--- src/sv/dwr_pkg.sv ---
`timescale 1ns / 1ps
package dwr_pkg;

	// Default pool depth (largest range that fits one round)
	localparam int DWR_POOL_DEPTH = 256;

	// Fixed field widths
	localparam int WORD_W = 32;
	localparam int NUM_W  = 8;
	localparam int CNT_W  = 9;

	// Configuration port
	localparam int ADDR_W = 4;
	localparam int DATA_W = 32;

	// Register indexes, taken from paddr[3:2]
	localparam logic [1:0] REG_RANGE_LOW  = 2'd0;
	localparam logic [1:0] REG_RANGE_HIGH = 2'd1;
	localparam logic [1:0] REG_DRAW_COUNT = 2'd2;

	// Register reset values
	localparam logic [NUM_W-1:0] RANGE_LOW_RST  = 8'd1;
	localparam logic [NUM_W-1:0] RANGE_HIGH_RST = 8'd33;
	localparam logic [CNT_W-1:0] DRAW_COUNT_RST = 9'd6;

endpackage

--- src/sv/dwr_ram.sv ---
`timescale 1ns / 1ps
module dwr_ram #(
	parameter int WIDTH = 8,
	parameter int DEPTH = 256
) (
	input  logic                     clk,
	input  logic                     we,
	input  logic [$clog2(DEPTH)-1:0] waddr,
	input  logic [WIDTH-1:0]         wdata,
	input  logic                     re,
	input  logic [$clog2(DEPTH)-1:0] raddr,
	output logic [WIDTH-1:0]         rdata
);

	logic [WIDTH-1:0] mem [DEPTH];

	// One write port, one registered read port
	always_ff @(posedge clk) begin
		if (we) begin
			mem[waddr] <= wdata;
		end
		if (re) begin
			rdata <= mem[raddr];
		end
	end

endmodule

--- src/sv/draw_without_replacement_core.sv ---
`timescale 1ns / 1ps
// Draws distinct numbers from [range_low, range_high] without replacement.
// Input channel (in_valid/in_ready) takes one random_word per pick; output
// channel (out_valid/out_ready) returns one transaction per input: the drawn
// number, round_last on the pick that ends a round, or range_error (number 0)
// when the configured range cannot serve a round.
// Registers sit on an APB-style port at byte addresses 0, 4 and 8.
// One item is worked at a time. The pick index is random_word modulo the
// pool size, from a radix-2 divider. The first pick of a round also refills
// the pool RAM, one entry a cycle, in parallel with the divide. The pick
// then reads the RAM and closes the gap, one entry a cycle through the
// single read and write port. in_ready is high while the block is idle.
// The result waits in an output register; the next item may be accepted
// while it waits, and that item stalls at its end until the slot frees.
// Reset clears the round (next input starts a fresh pool), restores the
// register defaults and drops out_valid. The pool RAM is not cleared.
module draw_without_replacement_core
	import dwr_pkg::*;
#(
	parameter int POOL_DEPTH = DWR_POOL_DEPTH
) (
	input  logic              clk,
	input  logic              arst_n,
	// input channel
	input  logic              in_valid,
	output logic              in_ready,
	input  logic [WORD_W-1:0] random_word,
	// output channel
	output logic              out_valid,
	input  logic              out_ready,
	output logic [NUM_W-1:0]  drawn_number,
	output logic              round_last,
	output logic              range_error,
	// configuration port
	input  logic              psel,
	input  logic              penable,
	input  logic              pwrite,
	input  logic [ADDR_W-1:0] paddr,
	input  logic [DATA_W-1:0] pwdata,
	output logic [DATA_W-1:0] prdata,
	output logic              pready
);

	localparam int AW    = $clog2(POOL_DEPTH);
	localparam int CW    = $clog2(POOL_DEPTH + 1);
	localparam int DCW   = $clog2(WORD_W + 1);
	localparam logic [CNT_W-1:0] DEPTH_N = CNT_W'(POOL_DEPTH);

	typedef enum logic [2:0] {
		S_IDLE,
		S_FILL,
		S_DIV,
		S_PICK,
		S_SHIFT,
		S_EMIT
	} state_t;

	// Configuration registers
	logic [NUM_W-1:0] range_low_q;
	logic [NUM_W-1:0] range_high_q;
	logic [CNT_W-1:0] draw_count_q;

	// Control and round state
	state_t           state_q;
	logic [CW-1:0]    pool_size_q;
	logic [CNT_W-1:0] picks_done_q;
	logic [CW-1:0]    fill_q;
	logic [CW-1:0]    ptr_q;
	logic             err_q;
	logic [NUM_W-1:0] num_q;

	// Divider
	logic [DCW-1:0]    div_cnt_q;
	logic [WORD_W-1:0] div_word_q;
	logic [CNT_W-1:0]  div_q;
	logic [CNT_W-1:0]  rem_q;
	logic [CNT_W:0]    rem_shift;

	// Output register
	logic             out_valid_q;
	logic [NUM_W-1:0] drawn_number_q;
	logic             round_last_q;
	logic             range_error_q;

	// RAM port
	logic             ram_we;
	logic [AW-1:0]    ram_waddr;
	logic [NUM_W-1:0] ram_wdata;
	logic             ram_re;
	logic [AW-1:0]    ram_raddr;
	logic [NUM_W-1:0] ram_rdata;

	// Misc combinational
	logic             cfg_wr;
	logic             in_acc;
	logic             fresh;
	logic [CNT_W-1:0] span;
	logic             cfg_bad;
	logic             div_done;
	logic [CW-1:0]    ptr_inc;
	logic             more;
	logic             out_free;
	logic             emit_go;
	logic [CNT_W-1:0] picks_next;
	logic [CW-1:0]    size_next;
	logic             last_pick;

	// Configuration port
	assign pready = 1'b1;
	assign cfg_wr = psel & penable & pwrite & pready;

	always_ff @(posedge clk or negedge arst_n) begin
		if (!arst_n) begin
			range_low_q  <= RANGE_LOW_RST;
			range_high_q <= RANGE_HIGH_RST;
			draw_count_q <= DRAW_COUNT_RST;
		end else if (cfg_wr) begin
			case (paddr[3:2])
				REG_RANGE_LOW:  range_low_q  <= pwdata[NUM_W-1:0];
				REG_RANGE_HIGH: range_high_q <= pwdata[NUM_W-1:0];
				REG_DRAW_COUNT: draw_count_q <= pwdata[CNT_W-1:0];
				default: ;
			endcase
		end
	end

	always_comb begin
		case (paddr[3:2])
			REG_RANGE_LOW:  prdata = DATA_W'(range_low_q);
			REG_RANGE_HIGH: prdata = DATA_W'(range_high_q);
			REG_DRAW_COUNT: prdata = DATA_W'(draw_count_q);
			default:        prdata = '0;
		endcase
	end

	// Round start checks
	assign in_ready = (state_q == S_IDLE);
	assign in_acc   = in_valid & in_ready;
	assign fresh    = (picks_done_q == '0) || (pool_size_q == '0);
	assign span     = {1'b0, range_high_q} - {1'b0, range_low_q} + CNT_W'(1);
	assign cfg_bad  = (range_low_q > range_high_q) || (draw_count_q == '0)
	                  || (span < draw_count_q) || (span > DEPTH_N);

	// Divider step: restoring, one quotient bit a cycle
	assign div_done  = (div_cnt_q == '0);
	assign rem_shift = {rem_q, div_word_q[WORD_W-1]};

	// Shift pointer and round end
	assign ptr_inc    = ptr_q + CW'(1);
	assign more       = (ptr_inc < pool_size_q);
	assign out_free   = !out_valid_q || out_ready;
	assign emit_go    = (state_q == S_EMIT) && out_free;
	assign picks_next = picks_done_q + CNT_W'(1);
	assign size_next  = pool_size_q - CW'(1);
	assign last_pick  = (picks_next >= draw_count_q) || (size_next == '0);

	// RAM access per state; the gap closes by reading entry ptr+1 while
	// writing entry ptr-1, so the two never touch the same entry
	always_comb begin
		ram_we    = 1'b0;
		ram_waddr = AW'(fill_q);
		ram_wdata = range_low_q + NUM_W'(fill_q);
		ram_re    = 1'b0;
		ram_raddr = AW'(ptr_inc);
		case (state_q)
			S_FILL: begin
				ram_we = 1'b1;
			end
			S_DIV: begin
				ram_re    = div_done;
				ram_raddr = AW'(rem_q);
			end
			S_PICK: begin
				ram_re = more;
			end
			S_SHIFT: begin
				ram_we    = 1'b1;
				ram_waddr = AW'(ptr_q - CW'(1));
				ram_wdata = ram_rdata;
				ram_re    = more;
			end
			default: ;
		endcase
	end

	dwr_ram #(
		.WIDTH(NUM_W),
		.DEPTH(POOL_DEPTH)
	) u_pool (
		.clk  (clk),
		.we   (ram_we),
		.waddr(ram_waddr),
		.wdata(ram_wdata),
		.re   (ram_re),
		.raddr(ram_raddr),
		.rdata(ram_rdata)
	);

	// Divider registers
	always_ff @(posedge clk or negedge arst_n) begin
		if (!arst_n) begin
			div_cnt_q <= '0;
		end else if (in_acc && !(fresh && cfg_bad)) begin
			div_cnt_q <= DCW'(WORD_W);
		end else if (!div_done) begin
			div_cnt_q <= div_cnt_q - DCW'(1);
		end
	end

	always_ff @(posedge clk) begin
		if (in_acc) begin
			div_word_q <= random_word;
			rem_q      <= '0;
			div_q      <= fresh ? span : CNT_W'(pool_size_q);
		end else if (!div_done) begin
			div_word_q <= {div_word_q[WORD_W-2:0], 1'b0};
			if (rem_shift >= {1'b0, div_q}) begin
				rem_q <= CNT_W'(rem_shift - {1'b0, div_q});
			end else begin
				rem_q <= rem_shift[CNT_W-1:0];
			end
		end
	end

	// Sequencer and output register
	always_ff @(posedge clk or negedge arst_n) begin
		if (!arst_n) begin
			state_q        <= S_IDLE;
			pool_size_q    <= '0;
			picks_done_q   <= '0;
			fill_q         <= '0;
			ptr_q          <= '0;
			err_q          <= 1'b0;
			num_q          <= '0;
			out_valid_q    <= 1'b0;
			drawn_number_q <= '0;
			round_last_q   <= 1'b0;
			range_error_q  <= 1'b0;
		end else begin
			if (out_valid_q && out_ready && !emit_go) begin
				out_valid_q <= 1'b0;
			end
			case (state_q)
				S_IDLE: begin
					if (in_acc) begin
						err_q <= fresh && cfg_bad;
						if (fresh && cfg_bad) begin
							state_q <= S_EMIT;
						end else if (fresh) begin
							pool_size_q  <= CW'(span);
							picks_done_q <= '0;
							fill_q       <= '0;
							state_q      <= S_FILL;
						end else begin
							state_q <= S_DIV;
						end
					end
				end
				S_FILL: begin
					fill_q <= fill_q + CW'(1);
					if (fill_q == pool_size_q - CW'(1)) begin
						state_q <= S_DIV;
					end
				end
				S_DIV: begin
					if (div_done) begin
						ptr_q   <= CW'(rem_q);
						state_q <= S_PICK;
					end
				end
				S_PICK: begin
					num_q <= ram_rdata;
					if (more) begin
						ptr_q   <= ptr_inc;
						state_q <= S_SHIFT;
					end else begin
						state_q <= S_EMIT;
					end
				end
				S_SHIFT: begin
					if (more) begin
						ptr_q <= ptr_inc;
					end else begin
						state_q <= S_EMIT;
					end
				end
				S_EMIT: begin
					if (out_free) begin
						out_valid_q <= 1'b1;
						state_q     <= S_IDLE;
						if (err_q) begin
							drawn_number_q <= '0;
							round_last_q   <= 1'b0;
							range_error_q  <= 1'b1;
						end else begin
							drawn_number_q <= num_q;
							round_last_q   <= last_pick;
							range_error_q  <= 1'b0;
							pool_size_q    <= size_next;
							picks_done_q   <= last_pick ? '0 : picks_next;
						end
					end
				end
				default: state_q <= S_IDLE;
			endcase
		end
	end

	assign out_valid    = out_valid_q;
	assign drawn_number = drawn_number_q;
	assign round_last   = round_last_q;
	assign range_error  = range_error_q;

	// Checks
	a_size_bound: assert property (@(posedge clk) disable iff (!arst_n)
		pool_size_q <= CW'(POOL_DEPTH))
		else $error("pool size beyond pool depth");

	a_div_idle: assert property (@(posedge clk) disable iff (!arst_n)
		(state_q == S_IDLE) |-> div_done)
		else $error("divider busy while idle");

	a_shift_in_pool: assert property (@(posedge clk) disable iff (!arst_n)
		(state_q == S_SHIFT) |-> (ptr_q < pool_size_q) && (ptr_q != '0))
		else $error("pool shift outside live entries");

	a_err_result: assert property (@(posedge clk) disable iff (!arst_n)
		(out_valid && range_error) |-> (drawn_number == '0) && !round_last)
		else $error("error result carries a number");

endmodule
--- config.mk ---
export PLATFORM = sky130hd
export DESIGN_NAME = draw_without_replacement_core
export DESIGN_NICKNAME = d
export VERILOG_FILES = /design/src/sv/dwr_pkg.sv /design/src/sv/dwr_ram.sv /design/src/sv/draw_without_replacement_core.sv
export SDC_FILE = /design/constraint.sdc
export NUM_CORES = 2
export LEC_CHECK = 0
export ABC_AREA = 1
export BUFFER_PORTS_ARGS = -buffer_cell sky130_fd_sc_hd__buf_2
export CAP_MARGIN = 40
export CORE_UTILIZATION = 45
export CTS_CLUSTER_DIAMETER = 120
export DETAILED_ROUTE_END_ITERATION = 8
export PLACE_DENSITY = 0.58
export SLEW_MARGIN = 10
export SYNTH_ARGS = -nofsm -noshare
export SYNTH_HDL_FRONTEND = slang
export SYNTH_SLANG_ARGS = --single-unit
export TNS_END_PERCENT = 20
--- constraint.sdc ---
create_clock -name clk -period 15.98 [get_ports clk]
set_clock_uncertainty 0.2 [all_clocks]
set_input_delay 0.799 -clock clk [delete_from_list [all_inputs] [get_ports clk]]
set_output_delay 0.799 -clock clk [all_outputs]
set_load 0.1 [all_outputs]
==> results.md <==
- Hold Crit Class: input pin to asynchronous set/reset pin
- Area Growth Syn to Fin: 10.7%
- Setup CP Type: flip-flop to flip-flop
- Share of synthesized flip-flops with an asynchronous set or reset: between 4 and 5%
- Clock network power share: 21.4%
- CTS buffer count: 228
- Setup tns final: 0 ns
- Post-route DRC violation count: 0
- Post-synthesis compound-gate area fraction: 1.94%
- Post-Synth Adder-Cell Area: less than 1%
- Worst-path clk slew: roughly 0.070 ns
- Clock sinks: 2196
- Synth Register Bits: ~2200
- Final Max Slew Viols: 0
- Largest net degree at the start of global routing: 195
- Seq/Total Area, Yosys: 66.0%
- Post-route non-filler standard cell count: 12800
- GR Util met1: 32.1%
- Gr ovfl total: 0
- IO Port Bufs: 70
- Die area: 222000 um^2
- Syn Inst Count: 9812
- Pleak: 0.0454 uW
- Worst-skew pair later-pin latency: 0.89 ns
- Power Internal: 13400 uW
- Cell row count: 171
- CP Cell Sequence: nor2_4 -> nand2_4 -> nand2_1 -> o21ai_4 -> buf_4 -> buf_16 -> inv_8 -> buf_4 -> buf_4 -> buf_4 -> nand3_1 -> nand3_1 -> nand3_1 -> nand3_1 -> nand3_1 -> nand3_1 -> nand2_1
- Routed vias: ~67000
- Crit start category: flip-flop
- Die Width: ~470 um
- Crit. End Element: flip-flop
- XOR/XNOR Fraction of Synth Area: 0.345%
- Most common cell after layout, fill and taps aside: nand2_1
- Switch share: 44.8%
- Placed insts: 12300
- Antenna viol nets, final: 0
- Yosys warning total: 0
- Simple-gate share of the synthesized area: 21.7%
- Worst Path Required: 16.39 ns
- Most used cell, CP: nand3_1
- GRT Resource Usage Total: 23.8%
- Final setup fails: 0
- Final Hold Vio Count: 0
- Slew Limit Headroom: 22.6%
- Layout cells sized above 1: 5.67%
- Mapped Area: 99100 um^2
- RSZ-0062 raised after global routing: no
- Peak VDD IR: 358 uV
- Vias per inst: 5.24
- Crit-path max cell delay: 0.81 ns
- CTS Hold Bufs: 42
- WL/cell: between 20 and 25 um
- Initial Utilization: 45.4%
- Seq pwr share: 32.3%
- Combinational fraction of design power: a little under half
- Drt pass-1 iters: 6
- Fin crit period: 6.55 ns
- PD cells: between 200 and 250 nW/um^2
- Crit Reg-Reg Startpoint: state_q[2]$_DFFE_PN0P_
- Worst-Margin Slew: 1.16 ns
- DRT iter0 DRCs: 6900
- Worst EP arrival: around 7.0 ns
- Max_cap viols: 0
- Core area: 218000 um^2
- Count of cell types in the netlist: 55
- Final period util: 41.0%
- I/O pin cnt: 120
- Setup Buffers After CTS: 0
- CP Launch Point: state_q[2]$_DFFE_PN0P_
- Clk root buf: clkbuf_16
- Met3 Track Usage GR: 4.34%
- Largest family of logic cells by synthesized area: simple AND/OR/NAND/NOR gates
- Crit path max fanout: 81
- Nets: between 9000 and 10000
- Dpl ws: 9.50 ns
- P_sw: roughly 11000 uW
- Status: completed
- EDFF count, synth: about 2100
- Initial antenna violation count: 2
- Overall die height: 471 um
- Dpl hpwl: approximately 150000 um
- Busiest grt layer: met2
- Gpl congestion: 0.929
- Syn_area_per_cell: 10.1 um^2
- Deepest clock path buffer count: 3
- CTS resizes: 0
- Primary FF master, synth: edfxtp_1
- Slowest-stage cell, CP: buf_4
- First-pass GRT wire length: 399000 um
- Global Route met2 Usage: 38.7%
- Setup WS post-layout: 9.43 ns
- Routed WL: 266000 um
- Mux contribution to synthesized area: 0%
- CTS tree: done
- Most frequent cells in the layout: nand2_1 (2771), edfxtp_1 (2097), nand3_1 (1791)
- Vias in the first global route: 63700
- Fmax: 0.153 GHz
- H-tree levels: 4
==> layer usage <==
layer / wire, um / share of wire [%]
met1: 114000 / 43
met2: 125000 / 47
met3: 19000 / 7.1
met4: 7940 / 3.0
met5: 0 / 0
==> metrics by stage <==
stage | hold WS, ns | instance area, um^2 | utilization (%) | total power, uW
finish | 0.132 | 110000 | 50.3 | 24400
global route | 0.119 | 110000 | 50.3 | 25600
CTS | 0.0585 | 110000 | 50.2 | 24400
detailed placement | 0.276 | 102000 | 46.7 | 19200
global placement | 0.259 | 101000 | 46.5 | 18900
floorplan | 0.242 | 99100 | - | 15800
==> cell usage after synthesis (5+ instances only) <==
library cell | n | area, um^2
nand2_1 | 2789 | 10500
edfxtp_1 | 2097 | 63000
nand3_1 | 1792 | 8970
inv_1 | 1630 | 6120
buf_2 | 348 | 1740
nor2_1 | 325 | 1220
o21ai_0 | 166 | 831
clkbuf_1 | 95 | 357
dfrtp_1 | 85 | 2130
ha_1 | 71 | 888
o211ai_1 | 64 | 480
a21oi_1 | 40 | 200
buf_1 | 39 | 146
buf_4 | 39 | 293
xor2_1 | 33 | 289
nand4_1 | 28 | 175
o21ai_1 | 18 | 90.1
buf_6 | 16 | 180
nor3_1 | 16 | 80.1
nand4_4 | 15 | 319
dfxtp_1 | 9 | 180
nand3b_1 | 9 | 67.6
o221ai_1 | 8 | 70.1
xnor2_1 | 6 | 52.6
dfstp_2 | 5 | 131
==> final timing paths <==
kind / end / slack (ns) / depth (start not counted)
worst max-delay path: u_pool.rdata[7]$_DFFE_PP_ / 9.43 / 17
worst min-delay path: draw_count_q[6]$_DFFE_PN0P_ / 0.13 / 2
worst max register to register: u_pool.rdata[7]$_DFFE_PP_ / 9.43 / 17
worst min register to register: pool_size_q[1]$_DFFE_PN0P_ / 0.29 / 2
max in group asynchronous: div_cnt_q[3]$_DFFE_PN0P_ / 14.43 / 4
min in group clk: out_valid$_DFF_PN0_ / 0.15 / 4
==> cells by family (layout without fill, tap and decap cells) <==
logic type               Yosys count  in the layout
AND/OR/NAND/NOR                 4998           4998
other                              2             27
AO/OA/AOI/OAI                    324            324
XOR/XNOR                          39             39
adder cells (fa/ha/maj)           75             75
buffers and inverters           2178           2275
flip-flops                      2196           2196
==> state kept, by name (all words and copies together), names as in the netlist, 8 cells and up <==
name,count
range_high_q,8
fill_q,9
picks_done_q,9
rem_q,9
range_low_q,8
pool_size_q,9
num_q,8
ptr_q,9
u_pool.rdata,8
draw_count_q,9
div_q,9
div_word_q,32
u_pool.mem,2048
drawn_number,8
==> final cells by class <==
| type | instances | area (um^2) |
|---|---|---|
| Inverter | 1641 | 6180 |
| Sequential cell | 2196 | 65400 |
| Clock inverter | 122 | 1220 |
| Fill cell | 19300 | 108000 |
| Multi-Input combinational cell | 5460 | 25100 |
| Timing Repair Buffer | 220 | 2160 |
| Clock buffer | 292 | 6010 |
| Antenna cell | 3 | 7.51 |
| Tap cell | 2854 | 3570 |
==> power groups by stage <==
| stage | Sequential, uW | Clock (uW) | Combinational [uW] |
|---|---|---|---|
| 2_1_floorplan | 8730 | 0 | 7020 |
| 3_3_place_gp | 7990 | 0 | 10900 |
| 3_5_place_dp | 7990 | 0 | 11200 |
| 5_1_grt | 7890 | 5490 | 12200 |
| 6_report | 7870 | 5200 | 11300 |
| 4_1_cts | 7870 | 5280 | 11200 |
==> worst max-delay path: cells and delay by family (launching register included) <==
family | cells | cell delay, ns
AND/OR/NAND/NOR | 10 | 2.10
buffers and inverters | 6 | 3.23
flip-flops | 1 | 0.50
AO/OA/AOI/OAI | 1 | 0.06
No activity file was read; power rests on OpenSTA's default activity.
